===== src/rtl/format_string_char_emitter_core_macros.svh =====
// assertion helpers used by fsce_dp.sv
`ifndef FORMAT_STRING_CHAR_EMITTER_CORE_MACROS_SVH
`define FORMAT_STRING_CHAR_EMITTER_CORE_MACROS_SVH

`ifndef ASSERT_OFF
`define FSCE_ASSERT_NOW(lbl, clk, rstn, ante, cons, msg) \
    lbl: assert property (@(posedge clk) disable iff (!rstn) (ante) |-> (cons)) else $error(msg);
`define FSCE_ASSERT_NEXT(lbl, clk, rstn, ante, cons, msg) \
    lbl: assert property (@(posedge clk) disable iff (!rstn) (ante) |=> (cons)) else $error(msg);
`else
`define FSCE_ASSERT_NOW(lbl, clk, rstn, ante, cons, msg)
`define FSCE_ASSERT_NEXT(lbl, clk, rstn, ante, cons, msg)
`endif

`endif


===== src/rtl/fsce_pkg.sv =====
`timescale 1ns / 1ps
`default_nettype none
package fsce_pkg;

    localparam int WORD_WIDTH_DEF = 32;
    localparam int DIGIT_DEPTH    = 10;
    localparam int DIGIT_IDX_W    = 4;
    localparam int COUNT_W        = 31;
    localparam logic [COUNT_W-1:0] COUNT_MAX = {COUNT_W{1'b1}};

    // fixed argument width on the input channel
    localparam int ARG_W = 32;
    // reciprocal of ten for a 32-bit dividend, quotient is product >> 35
    localparam logic [31:0] RECIP_TEN = 32'hCCCC_CCCD;
    localparam int RECIP_SHIFT = 35;

    localparam logic [2:0] CMD_FMT   = 3'd0;
    localparam logic [2:0] CMD_INT   = 3'd1;
    localparam logic [2:0] CMD_STRB  = 3'd2;
    localparam logic [2:0] CMD_NULL  = 3'd3;
    localparam logic [2:0] CMD_EMPTY = 3'd4;

    localparam logic [7:0] CH_PERCENT = 8'h25;
    localparam logic [7:0] CH_S       = 8'h73;
    localparam logic [7:0] CH_D       = 8'h64;
    localparam logic [7:0] CH_X       = 8'h78;
    localparam logic [7:0] CH_MINUS   = 8'h2d;
    localparam logic [7:0] CH_NUL     = 8'h00;

    localparam logic [2:0] NULL_LAST_IDX = 3'd5;

    typedef enum logic [1:0] {
        ARG_NONE,
        ARG_STR,
        ARG_DEC,
        ARG_HEX
    } arg_t;

    typedef enum logic [1:0] {
        SEL_CH,
        SEL_MINUS,
        SEL_NULL,
        SEL_DIGIT
    } char_sel_t;

    typedef enum logic [3:0] {
        ST_IDLE,
        ST_DECODE,
        ST_EMIT_CHAR,
        ST_EMIT_NULL,
        ST_EMIT_MINUS,
        ST_DEC_MUL,
        ST_DEC_STORE,
        ST_HEX_STORE,
        ST_EMIT_DIGIT
    } state_t;

    typedef struct packed {
        logic      capture;
        logic      load_work;
        logic      negate;
        logic      mul;
        logic      store_dec;
        logic      store_hex;
        logic      emit;
        char_sel_t sel;
        logic      last;
    } dp_cmd_t;

    typedef struct packed {
        logic [2:0] cmd;
        logic [7:0] ch;
        logic       fin;
        logic       sign;
        logic       work_zero;
        logic       k_nz;
        logic       k_one;
        logic       k_full;
        logic       null_last;
        logic       out_free;
    } dp_stat_t;

    function automatic logic [7:0] hex_glyph(input logic [3:0] d);
        logic [7:0] c;
        c = (d < 4'd10) ? (8'h30 + {4'd0, d}) : (8'h57 + {4'd0, d});
        return c;
    endfunction

    function automatic logic [7:0] null_char(input logic [2:0] idx);
        logic [7:0] c;
        case (idx)
            3'd0:    c = 8'h28;
            3'd1:    c = 8'h6e;
            3'd2:    c = 8'h75;
            3'd3:    c = 8'h6c;
            3'd4:    c = 8'h6c;
            3'd5:    c = 8'h29;
            default: c = 8'h29;
        endcase
        return c;
    endfunction

endpackage
`default_nettype wire


===== src/rtl/fsce_ctrl.sv =====
`timescale 1ns / 1ps
`default_nettype none
module fsce_ctrl
    import fsce_pkg::*;
(
    input  wire logic     aclk,
    input  wire logic     aresetn,
    input  wire logic     in_valid,
    output logic          in_ready,
    input  wire dp_stat_t stat,
    output dp_cmd_t       cmd
);

    state_t state_reg, state_next;
    arg_t   await_reg, await_next;
    logic   pct_reg, pct_next;

    always_ff @(posedge aclk) begin
        if (!aresetn) begin
            state_reg <= ST_IDLE;
            await_reg <= ARG_NONE;
            pct_reg   <= 1'b0;
        end else begin
            state_reg <= state_next;
            await_reg <= await_next;
            pct_reg   <= pct_next;
        end
    end

    always_comb begin
        state_next = state_reg;
        await_next = await_reg;
        pct_next   = pct_reg;
        cmd        = '0;
        cmd.sel    = SEL_CH;
        in_ready   = 1'b0;

        case (state_reg)
            ST_IDLE: begin
                in_ready = 1'b1;
                if (in_valid) begin
                    cmd.capture = 1'b1;
                    state_next  = ST_DECODE;
                end
            end

            ST_DECODE: begin
                state_next = ST_IDLE;
                case (stat.cmd)
                    CMD_FMT: begin
                        await_next = ARG_NONE;
                        if (pct_reg) begin
                            pct_next = 1'b0;
                            if (stat.ch == CH_S) begin
                                await_next = ARG_STR;
                            end else if (stat.ch == CH_D) begin
                                await_next = ARG_DEC;
                            end else if (stat.ch == CH_X) begin
                                await_next = ARG_HEX;
                            end else begin
                                state_next = ST_EMIT_CHAR;
                            end
                        end else if (stat.ch == CH_PERCENT && !stat.fin) begin
                            pct_next = 1'b1;
                        end else begin
                            state_next = ST_EMIT_CHAR;
                        end
                    end
                    CMD_INT: begin
                        if (await_reg == ARG_DEC) begin
                            cmd.load_work = 1'b1;
                            cmd.negate    = stat.sign;
                            await_next    = ARG_NONE;
                            state_next    = stat.sign ? ST_EMIT_MINUS : ST_DEC_MUL;
                        end else if (await_reg == ARG_HEX) begin
                            cmd.load_work = 1'b1;
                            await_next    = ARG_NONE;
                            state_next    = ST_HEX_STORE;
                        end
                    end
                    CMD_STRB: begin
                        if (await_reg == ARG_STR) begin
                            if (stat.ch == CH_NUL) begin
                                await_next = ARG_NONE;
                            end else begin
                                state_next = ST_EMIT_CHAR;
                                if (stat.fin) begin
                                    await_next = ARG_NONE;
                                end
                            end
                        end
                    end
                    CMD_NULL: begin
                        if (await_reg == ARG_STR) begin
                            await_next = ARG_NONE;
                            state_next = ST_EMIT_NULL;
                        end
                    end
                    CMD_EMPTY: begin
                        if (await_reg == ARG_STR) begin
                            await_next = ARG_NONE;
                        end
                    end
                    default: begin
                        state_next = ST_IDLE;
                    end
                endcase
            end

            ST_EMIT_CHAR: begin
                if (stat.out_free) begin
                    cmd.emit   = 1'b1;
                    cmd.sel    = SEL_CH;
                    cmd.last   = 1'b1;
                    state_next = ST_IDLE;
                end
            end

            ST_EMIT_NULL: begin
                if (stat.out_free) begin
                    cmd.emit = 1'b1;
                    cmd.sel  = SEL_NULL;
                    cmd.last = stat.null_last;
                    if (stat.null_last) begin
                        state_next = ST_IDLE;
                    end
                end
            end

            ST_EMIT_MINUS: begin
                if (stat.out_free) begin
                    cmd.emit   = 1'b1;
                    cmd.sel    = SEL_MINUS;
                    state_next = ST_DEC_MUL;
                end
            end

            // at least one digit, then stop on zero quotient or a full buffer
            ST_DEC_MUL: begin
                if (stat.k_nz && (stat.work_zero || stat.k_full)) begin
                    state_next = ST_EMIT_DIGIT;
                end else begin
                    cmd.mul    = 1'b1;
                    state_next = ST_DEC_STORE;
                end
            end

            ST_DEC_STORE: begin
                cmd.store_dec = 1'b1;
                state_next    = ST_DEC_MUL;
            end

            ST_HEX_STORE: begin
                if (stat.k_nz && (stat.work_zero || stat.k_full)) begin
                    state_next = ST_EMIT_DIGIT;
                end else begin
                    cmd.store_hex = 1'b1;
                end
            end

            ST_EMIT_DIGIT: begin
                if (stat.out_free) begin
                    cmd.emit = 1'b1;
                    cmd.sel  = SEL_DIGIT;
                    cmd.last = stat.k_one;
                    if (stat.k_one) begin
                        state_next = ST_IDLE;
                    end
                end
            end

            default: begin
                state_next = ST_IDLE;
            end
        endcase
    end

endmodule
`default_nettype wire


===== src/rtl/fsce_dp.sv =====
`timescale 1ns / 1ps
`default_nettype none
`include "format_string_char_emitter_core_macros.svh"
module fsce_dp
    import fsce_pkg::*;
#(
    parameter int WORD_WIDTH = WORD_WIDTH_DEF
) (
    input  wire logic               aclk,
    input  wire logic               aresetn,
    input  wire dp_cmd_t            cmd,
    output dp_stat_t                stat,
    input  wire logic [2:0]         in_cmd,
    input  wire logic [7:0]         in_ch,
    input  wire logic [ARG_W-1:0]   in_value,
    input  wire logic               in_fin,
    output logic                    out_valid,
    input  wire logic               out_ready,
    output logic [7:0]              out_char,
    output logic                    out_last,
    output logic [COUNT_W-1:0]      out_count
);

    // magnitude never exceeds the argument port width
    localparam int MAG_W = (WORD_WIDTH < ARG_W) ? WORD_WIDTH : ARG_W;
    localparam logic [ARG_W-1:0] MAG_MASK =
        (MAG_W == ARG_W) ? {ARG_W{1'b1}} : ARG_W'((64'd1 << MAG_W) - 64'd1);
    localparam bit SIGN_USED = (WORD_WIDTH <= ARG_W);

    logic [2:0]             cmd_reg;
    logic [7:0]             ch_reg;
    logic [ARG_W-1:0]       value_reg;
    logic                   fin_reg;
    logic [ARG_W-1:0]       work_reg, work_next;
    logic [2*ARG_W-1:0]     prod_reg;
    logic [DIGIT_IDX_W-1:0] k_reg, k_next;
    logic [3:0]             digit_mem [DIGIT_DEPTH];
    logic [3:0]             digit_rd_reg;
    logic [2:0]             nidx_reg, nidx_next;
    logic [COUNT_W-1:0]     count_reg, count_next;
    logic                   m_valid_reg, m_valid_next;
    logic [7:0]             m_char_reg;
    logic                   m_last_reg;
    logic [COUNT_W-1:0]     m_count_reg;

    logic [ARG_W-1:0]       mag;
    logic [ARG_W-1:0]       quot;
    logic [ARG_W-1:0]       ten_q;
    logic [ARG_W-1:0]       rem_full;
    logic [3:0]             new_digit;
    logic [DIGIT_IDX_W-1:0] rd_idx;
    logic [DIGIT_IDX_W-1:0] rd_next_idx;
    logic [7:0]             emit_char;
    logic                   out_free;
    logic                   store;

    assign out_free = !m_valid_reg || out_ready;
    assign mag      = value_reg & MAG_MASK;
    assign quot     = ARG_W'(prod_reg[2*ARG_W-1:RECIP_SHIFT]);
    assign ten_q    = (quot << 3) + (quot << 1);
    assign rem_full = work_reg - ten_q;
    assign store    = cmd.store_dec || cmd.store_hex;
    assign new_digit = cmd.store_dec ? rem_full[3:0] : work_reg[3:0];
    assign rd_idx   = k_reg - DIGIT_IDX_W'(1);
    // top digit for the next cycle; a stop check always lies between the last store and the emit
    assign rd_next_idx = k_next - DIGIT_IDX_W'(1);

    always_ff @(posedge aclk) begin
        if (cmd.capture) begin
            cmd_reg   <= in_cmd;
            ch_reg    <= in_ch;
            value_reg <= in_value;
            fin_reg   <= in_fin;
        end
        if (cmd.mul) begin
            prod_reg <= (2*ARG_W)'(work_reg) * (2*ARG_W)'(RECIP_TEN);
        end
        if (store) begin
            digit_mem[k_reg] <= new_digit;
        end
        digit_rd_reg <= digit_mem[rd_next_idx];
        work_reg <= work_next;
        nidx_reg <= nidx_next;
        k_reg    <= k_next;
        if (cmd.emit) begin
            m_char_reg  <= emit_char;
            m_last_reg  <= cmd.last;
            m_count_reg <= count_next;
        end
    end

    always_ff @(posedge aclk) begin
        if (!aresetn) begin
            count_reg   <= '0;
            m_valid_reg <= 1'b0;
        end else begin
            count_reg   <= count_next;
            m_valid_reg <= m_valid_next;
        end
    end

    always_comb begin
        work_next = work_reg;
        if (cmd.load_work) begin
            work_next = cmd.negate ? ((ARG_W'(0) - mag) & MAG_MASK) : mag;
        end else if (cmd.store_dec) begin
            work_next = quot;
        end else if (cmd.store_hex) begin
            work_next = work_reg >> 4;
        end
    end

    always_comb begin
        k_next = k_reg;
        if (cmd.load_work) begin
            k_next = '0;
        end else if (store) begin
            k_next = k_reg + DIGIT_IDX_W'(1);
        end else if (cmd.emit && cmd.sel == SEL_DIGIT) begin
            k_next = rd_idx;
        end
    end

    always_comb begin
        nidx_next = nidx_reg;
        if (cmd.capture) begin
            nidx_next = '0;
        end else if (cmd.emit && cmd.sel == SEL_NULL) begin
            nidx_next = nidx_reg + 3'd1;
        end
    end

    always_comb begin
        case (cmd.sel)
            SEL_CH:    emit_char = ch_reg;
            SEL_MINUS: emit_char = CH_MINUS;
            SEL_NULL:  emit_char = null_char(nidx_reg);
            SEL_DIGIT: emit_char = hex_glyph(digit_rd_reg);
            default:   emit_char = ch_reg;
        endcase
    end

    always_comb begin
        count_next = count_reg;
        if (cmd.emit && count_reg != COUNT_MAX) begin
            count_next = count_reg + COUNT_W'(1);
        end
        m_valid_next = cmd.emit ? 1'b1 : (out_ready ? 1'b0 : m_valid_reg);
    end

    always_comb begin
        stat.cmd       = cmd_reg;
        stat.ch        = ch_reg;
        stat.fin       = fin_reg;
        stat.sign      = SIGN_USED && value_reg[MAG_W-1];
        stat.work_zero = (work_reg == '0);
        stat.k_nz      = (k_reg != '0);
        stat.k_one     = (k_reg == DIGIT_IDX_W'(1));
        stat.k_full    = (k_reg == DIGIT_IDX_W'(DIGIT_DEPTH));
        stat.null_last = (nidx_reg == NULL_LAST_IDX);
        stat.out_free  = out_free;
    end

    assign out_valid = m_valid_reg;
    assign out_char  = m_char_reg;
    assign out_last  = m_last_reg;
    assign out_count = m_count_reg;

    `FSCE_ASSERT_NOW(a_emit_needs_slot, aclk, aresetn, cmd.emit, out_free,
        "emit into a full output register")
    `FSCE_ASSERT_NOW(a_digit_present, aclk, aresetn, cmd.emit && cmd.sel == SEL_DIGIT,
        k_reg != '0, "digit emitted from an empty buffer")
    `FSCE_ASSERT_NOW(a_store_in_range, aclk, aresetn, store,
        k_reg < DIGIT_IDX_W'(DIGIT_DEPTH), "digit stored past the buffer end")
    `FSCE_ASSERT_NEXT(a_count_sticks, aclk, aresetn, count_reg == COUNT_MAX,
        count_reg == COUNT_MAX, "character count left saturation")
    `FSCE_ASSERT_NEXT(a_emit_shows, aclk, aresetn, cmd.emit,
        m_valid_reg && m_count_reg == count_reg, "emitted character not presented with its count")

endmodule
`default_nettype wire


===== src/rtl/format_string_char_emitter_core.sv =====
`timescale 1ns / 1ps
`default_nettype none
// one input item at a time; s_tready is high only while the controller is idle
// format byte or string byte that prints: decoded, then its character is registered for output, then idle
// decimal: a divide-by-ten loop, one multiply state plus one store state per digit,
//   hex: one nibble shift per digit; then one character per cycle while m_tready holds
// the worst case per item is set by the divide-by-ten loop
// aresetn (synchronous, active low) clears controller state, character count and m_tvalid
module format_string_char_emitter_core
    import fsce_pkg::*;
#(
    parameter int WORD_WIDTH = WORD_WIDTH_DEF
) (
    input  wire logic        aclk,
    input  wire logic        aresetn,
    input  wire logic        s_tvalid,
    output logic             s_tready,
    input  wire logic [47:0] s_tdata,   // cmd[2:0], ch[10:3], value[42:11], zero fill
    input  wire logic        s_tlast,   // final_req
    output logic             m_tvalid,
    input  wire logic        m_tready,
    output logic [39:0]      m_tdata,   // out_char[7:0], chars_so_far[38:8], zero fill
    output logic             m_tlast    // last_of_run
);

    dp_cmd_t            dcmd;
    dp_stat_t           dstat;
    logic [7:0]         out_char;
    logic [COUNT_W-1:0] out_count;

    fsce_ctrl u_ctrl (
        .aclk     (aclk),
        .aresetn  (aresetn),
        .in_valid (s_tvalid),
        .in_ready (s_tready),
        .stat     (dstat),
        .cmd      (dcmd)
    );

    fsce_dp #(
        .WORD_WIDTH (WORD_WIDTH)
    ) u_dp (
        .aclk      (aclk),
        .aresetn   (aresetn),
        .cmd       (dcmd),
        .stat      (dstat),
        .in_cmd    (s_tdata[2:0]),
        .in_ch     (s_tdata[10:3]),
        .in_value  (s_tdata[42:11]),
        .in_fin    (s_tlast),
        .out_valid (m_tvalid),
        .out_ready (m_tready),
        .out_char  (out_char),
        .out_last  (m_tlast),
        .out_count (out_count)
    );

    assign m_tdata = {1'b0, out_count, out_char};

endmodule
`default_nettype wire


===== config.mk =====
export PLATFORM = sky130hd
export DESIGN_NAME = format_string_char_emitter_core
export DESIGN_NICKNAME = d
export VERILOG_FILES = /design/src/rtl/fsce_pkg.sv /design/src/rtl/fsce_ctrl.sv /design/src/rtl/fsce_dp.sv /design/src/rtl/format_string_char_emitter_core.sv
export VERILOG_INCLUDE_DIRS = /design/src /design/src/rtl
export SDC_FILE = /design/constraint.sdc
export NUM_CORES = 2
export LEC_CHECK = 0
export ABC_AREA = 0
export BUFFER_PORTS_ARGS = -buffer_cell sky130_fd_sc_hd__buf_2
export CAP_MARGIN = 20
export CORE_UTILIZATION = 50
export DETAILED_ROUTE_END_ITERATION = 6
export GPL_TIMING_DRIVEN = 0
export PLACE_DENSITY = 0.7
export SYNTH_ARGS = -nofsm -noshare
export SYNTH_HDL_FRONTEND = slang
export SYNTH_SLANG_ARGS = --single-unit

===== constraint.sdc =====
create_clock -name aclk -period 15.35 [get_ports aclk]
set_input_delay 4.605 -clock aclk [delete_from_list [all_inputs] [get_ports aclk]]
set_output_delay 4.605 -clock aclk [all_outputs]
set_load 0.02 [all_outputs]

== Word-level counts from Yosys, hierarchy flattened ==
Memory sizes are Yosys's and may differ from the RTL's. A register that Yosys moved wholly into a read port is not among the register bits.
Index checks and enable logic that the tools add are counted.
Word-level totals
  register bits after elaboration: 226
  bits in writable memories: 40
  bits of input ports: 53
  output and inout port bits: 43
  logic and storage cells: 165
  memories kept: 1
Operators by class
  $add $sub $neg: 10
  multipliers: 1
  order comparisons: 1
  eq/ne operators: 42
  mux-type cells: 69
  reduce and logical (&&, ||, !) cells: 25
Memories
  u_dp.digit_mem: words 10, width 4, read ports 1, clocked after Yosys merged registers in 1, write ports 1, RTL line fsce_dp.sv:37  | logic [3:0] digit_mem [DIGIT_DEPTH];
Operator list (count)
  32-bit two-way mux: 4
  4-bit two-way mux: 21
  32-bit by 32-bit multiplier with 64-bit output, second input constant: 1
  4-bit one-hot mux with 9 select lines: 1
  32-bit logical NOT: 1
  2-bit two-way mux: 16
  8-bit one-hot mux with 4 select lines: 1
  1-bit by 32-bit subtractor with 32-bit output, first input constant: 1
  31-bit by 1-bit adder with 31-bit output, second input constant: 1
  31-bit two-way mux: 1
  31-bit != test, second input constant: 1
  7-bit one-hot mux with 4 select lines: 1
  8-bit by 7-bit == test with 1-bit output, second input constant: 3
  2-bit by 1-bit != test with 1-bit output, second input constant: 9
  1-bit two-way mux: 17
  4-bit by 3-bit == test with 1-bit output, second input constant: 4
  4-bit one-hot mux with 4 select lines: 1
  3-bit by 2-bit == test with 1-bit output, second input constant: 4
  3-bit one-hot mux with 4 select lines: 1
  3-bit == test, second input constant: 3
  7-bit by 4-bit adder with 8-bit output, first input constant: 1
  2-bit == test, second input constant: 4
  4-bit by 1-bit == test with 1-bit output, second input constant: 2
  4-bit by 2-bit == test with 1-bit output, second input constant: 2
  31 further kinds: 47

== Longest topological paths before layout ==
  depth after elaboration: 10
  gate-level depth with buffers: 26
  mapped depth without buffers: 26

== Hierarchy ==
Synthesis repeated with hierarchy kept, for this count alone.
Unflattened totals
  cells, all modules: 2580
  area, all modules: 27533.9 um2
By module, submodules not included
  fsce_dp: times used 1, cells each 2464, area an instance 26721.9 um2, seq. area each 6416.2 um2
  fsce_ctrl: times used 1, cells each 114, area an instance 800.8 um2, seq. area each 140.1 um2
  format_string_char_emitter_core: times used 1, cells each 2, area an instance 11.3 um2, seq. area each 0.0 um2

== Worst setup path before layout ==
OpenSTA, ideal clock, no wires.
  path kind: input port to flip-flop
  start point: input port m_tready
  end point: register u_dp.m_count_reg[23] (netlist: u_dp.out_count[23]), data pin
  setup time: 262 ps
  data arrival time: 7170 ps
  setup slack: 7919 ps
  cell stages on the path: 9
  path buffers: 2
  cells stage by stage: nor2b_1 > buf_2 > nor2_2 > o21ai_1 > or2_1 > buf_2 > nor3_4 > nand3_1 > xnor2_1
RTL lines
  start, declared: RTL line format_string_char_emitter_core.sv:21  | input wire logic m_tready,
  end signal, assigned: RTL line fsce_dp.sv:88  | m_count_reg <= count_next;
  end, declared: RTL line fsce_dp.sv:44  | logic [COUNT_W-1:0] m_count_reg;

== Final worst setup path ==
  start point: register u_dp.work_reg[11]
  end point: register u_dp.prod_reg[62], data pin
On the way
  longest elaborated chain between the ends: 1
Ends and longest elaborated chain
  start, declared: RTL line fsce_dp.sv:34  | logic [ARG_W-1:0] work_reg, work_next;
  start signal, assigned: RTL line fsce_dp.sv:82  | work_reg <= work_next;
  32-bit by 32-bit multiplier with 64-bit output: RTL line fsce_dp.sv:76  | prod_reg <= (2*ARG_W)'(work_reg) * (2*ARG_W)'(RECIP_TEN);
  end signal, assigned: RTL line fsce_dp.sv:76
  end, declared: RTL line fsce_dp.sv:35  | logic [2*ARG_W-1:0] prod_reg;
Every way passes these cells.
A chain may end at the register's enable or synchronous reset.

==> flow_summary_export.csv <==
group,metric,value,unit
critical_path,cp.arrival,9.24,ns
detailed_routing,drtPass1Iterations,6,
critical_path,critPathMaxFanout,8,
floorplanning,die_area,0.0570,mm²
global_routing,grt_use_met1,0.352,
global_routing,overflow,0,
synthesis,synthFlopType,"edfxtp_1",
cts,clockBufferDepth,3,
finish,area.growth.synth_to_final,8.11,%
global_routing,grt_first_pass_wirelength,114,mm
synthesis,synthArstFlopShare,0,
global_routing,use_met3,0.0346,
timing,max_freq,111,MHz
timing,setup_slack,6.38,ns
pwr,powerDensity,63.9,mW/mm²
timing,clock_skew,0.0267,ns
critical_path,path_class,"flop to flop",
timing,period_minus_slack,8.97,ns
critical_path,cp.required,15.61,ns
pwr,vdd_ir_drop_max,89.1,µV
synthesis,synthCells,2674,
timing,tightest_slew,1.02,ns
finish,drive_above_1_share,0.0640,
detailed_routing,post_drt_wl_per_cell,20.2,µm
cts,cts_resized,0,
floorplanning,core-area,0.0552,mm²
critical_path,start_kind,"flop",
floorplanning,pin_count,96,
cts,cts_buffers,23,
critical_path,endpoint_kind,"flop",
floorplanning,rows,86,
detailed_routing,drc,0,
synthesis,yosys_warnings,0,
timing,max-slew-margin-rel,0.314,
detailed_routing,drt-total-wl,71.8,mm
floorplanning,die_y,239,µm
timing,finalSetupTns,0,ns
worst_hold_path,hold_path_class,"flop to flop",
finish,final_nets,3612,
cts,cts_tree,"done",
pwr,cellLeakagePower,14.7,nW
global_routing,grt_use_total,0.262,
placement,gp_routability_congestion,1.01,
global_routing,grt_pass1_vias,20009,
finish,final_design_area_no_fill,0.0303,mm²
job,max_cap_viol_count,0,
timing,fin_crit_sh,0.585,
cts,cts_root_buf,"clkbuf_16",
synthesis,synth_edf_count,185,
timing,slew_viol_final,0,
cts,postCtsSetupBuffers,0,
timing,hold_viol_final,0,
floorplanning,initial_core_util,0.508,
finish,largest_reg_flops,40,
placement,port-buffer-count,88,
timing,setup_viol,0,
synthesis,post_synth_instance_area,0.0280,mm²
synthesis,syn_nets,3492,
global_routing,grt_max_degree,45,
global_routing,antenna_found_initial,2,
placement,post_dp_cell_area,0.0295,mm²
timing,rsz0062_at_grt,"no",
cts,clock_latency,0.54,ns
detailed_routing,ant_nets,0,
cts,htree_levels,1,
detailed_routing,num_vias,19111,
cts,cts.sinks,235,
cts,clkTransAtPathRegs,0.06,ns
global_routing,use_met2,0.445,
placement,dp_hpwl,61.6,mm
global_routing,grt_busiest_layer,"met2",
synthesis,ys_types,85,
finish,fillerInstances,4832,
floorplanning,dieWidth,239,µm
synthesis,yosysSeqAreaShare,0.234,
synthesis,synth-seq-cells,235,
synthesis,syn_area_per_cell,10.5,µm²
detailed_routing,vias_per_cell,5.37,
placement,pre_cts_ws,6.57,ns
detailed_routing,drt_iter0_markers,1272,
cts,hold_buffers,0,
outcome,status,"finished, final reports clean",
==> worst paths after layout <==
path	from	endpoint	slack, ns	cells past startpoint
worst max-delay path	u_dp.work_reg[11]$_DFFE_PP_	u_dp.prod_reg[62]$_DFFE_PP_	6.38	24
worst min-delay path	u_dp.prod_reg[63]$_DFFE_PP_	u_dp.work_reg[28]$_DFFE_PP_	0.54	2
worst max register to register	u_dp.work_reg[11]$_DFFE_PP_	u_dp.prod_reg[62]$_DFFE_PP_	6.38	24
worst min register to register	u_dp.prod_reg[63]$_DFFE_PP_	u_dp.work_reg[28]$_DFFE_PP_	0.54	2
==> kinds of logic after synthesis <==
| kind of cell | count (synthesis) | share of synthesized area |
|---|---|---|
| multiplexers | 48 | 0.0209 |
| other | 1 | 0.000134 |
| buffers and inverters | 720 | 0.0973 |
| flip-flops | 235 | 0.234 |
| adder cells (fa/ha/maj) | 765 | 0.445 |
| XOR/XNOR | 144 | 0.0450 |
| AO/OA/AOI/OAI | 331 | 0.0788 |
| AND/OR/NAND/NOR | 430 | 0.0789 |
==> synthesized netlist by cell type (7+ instances only) <==
cell type,n,area [µm²]
a211oi_1,16,120
a21o_1,57,428
a21oi_1,80,400
a31oi_1,11,68.8
and2_1,53,332
and3_1,20,125
and4_1,8,70.1
buf_2,7,35.0
clkbuf_1,46,173
dfxtp_1,50,1000
edfxtp_1,185,5560
fa_1,386,7730
ha_1,379,4740
inv_1,661,2480
mux2i_1,40,400
mux4_2,7,158
nand2_1,107,402
nand2b_1,14,87.6
nand3_1,32,160
nand4_1,24,150
nor2_1,86,323
nor2b_1,18,113
nor3_1,22,110
nor4_1,11,68.8
o21a_1,7,52.6
o21ai_0,71,355
o21ai_1,8,40.0
o21bai_1,7,52.6
o31ai_1,8,60.1
or3_1,9,56.3
xnor2_1,78,683
xor2_1,66,578
==> layer usage <==
| metal | part of all wire | up-vias |
|---|---|---|
| met5 | 0.00018 | - |
| met4 | 0.032 | 2 |
| met3 | 0.058 | 107 |
| met2 | 0.49 | 586 |
| met1 | 0.42 | 9536 |
| li1 | - | 8880 |
==> placed cells by master (no fill, tap or decap), types with 9 or more instances in the layout <==
master       n
clkbuf_16   24
edfxtp_1   185
nor2_1      86
nor4_1      11
clkbuf_1    51
or3_1        9
and2_1      52
buf_2       95
nor3_1      21
nand4_1     24
xor2_1      66
and3_1      20
fa_1       386
xnor2_1     78
a21o_1      57
inv_1      661
nor2b_1     18
dfxtp_1     50
nand2b_1    14
nand2_1    107
nand3_1     32
o21ai_0     71
a31oi_1     11
mux2i_1     40
a21oi_1     80
a211oi_1    16
ha_1       379
==> area by class of cell <==
| class | count | area [µm²] | share of cell area |
|---|---|---|---|
| Clock buffer | 30 | 633 | 0.0209 |
| Inverter | 661 | 2480 | 0.0819 |
| Buffer | 59 | 246 | 0.00814 |
| Sequential cell | 235 | 6560 | 0.216 |
| Timing Repair Buffer | 95 | 553 | 0.0183 |
| Multi-Input combinational cell | 1719 | 18800 | 0.619 |
| Clock inverter | 12 | 131 | 0.00434 |
| Tap cell | 748 | 936 | 0.0309 |
| Antenna cell | 1 | 2.50 | 0.0000826 |
==> worst max-delay path, stage by stage (launching register included) <==
cell,delay [ns]
edfxtp_1,0.65
ha_1,0.51
clkbuf_1,0.39
xor2_1,0.13
ha_1,0.35
fa_1,0.55
inv_1,0.06
fa_1,0.52
inv_1,0.05
fa_1,0.49
fa_1,0.52
fa_1,0.54
inv_1,0.06
fa_1,0.54
inv_1,0.04
ha_1,0.37
a2111oi_0,0.40
o21ai_0,0.15
o21ai_0,0.23
o2111ai_1,0.19
a21oi_1,0.56
o21ai_1,0.34
a21oi_1,0.45
o21ai_1,0.21
a311o_1,0.40
==> where the power goes <==
part | leakage [nW] | switching, W | total [W] | internal, W
Sequential | 2.07 | 0.0000167 | 0.000733 | 0.000717
Clock | 0.381 | 0.000243 | 0.000571 | 0.000329
Combinational | 12.2 | 0.000387 | 0.000630 | 0.000244
==> per-stage QoR <==
stage	power [W]	std cells	util	hold WS (ns)
6_report	0.00194	3560	0.549	0.540
5_1_grt	0.00204	3559	0.549	0.578
3_3_place_gp	0.00135	3510	0.533	0.520
2_1_floorplan	0.00118	2674	-	0.493
3_5_place_dp	0.00137	3515	0.535	0.528
4_1_cts	0.00195	3557	0.548	0.544
No activity file was read; power rests on OpenSTA's default activity.
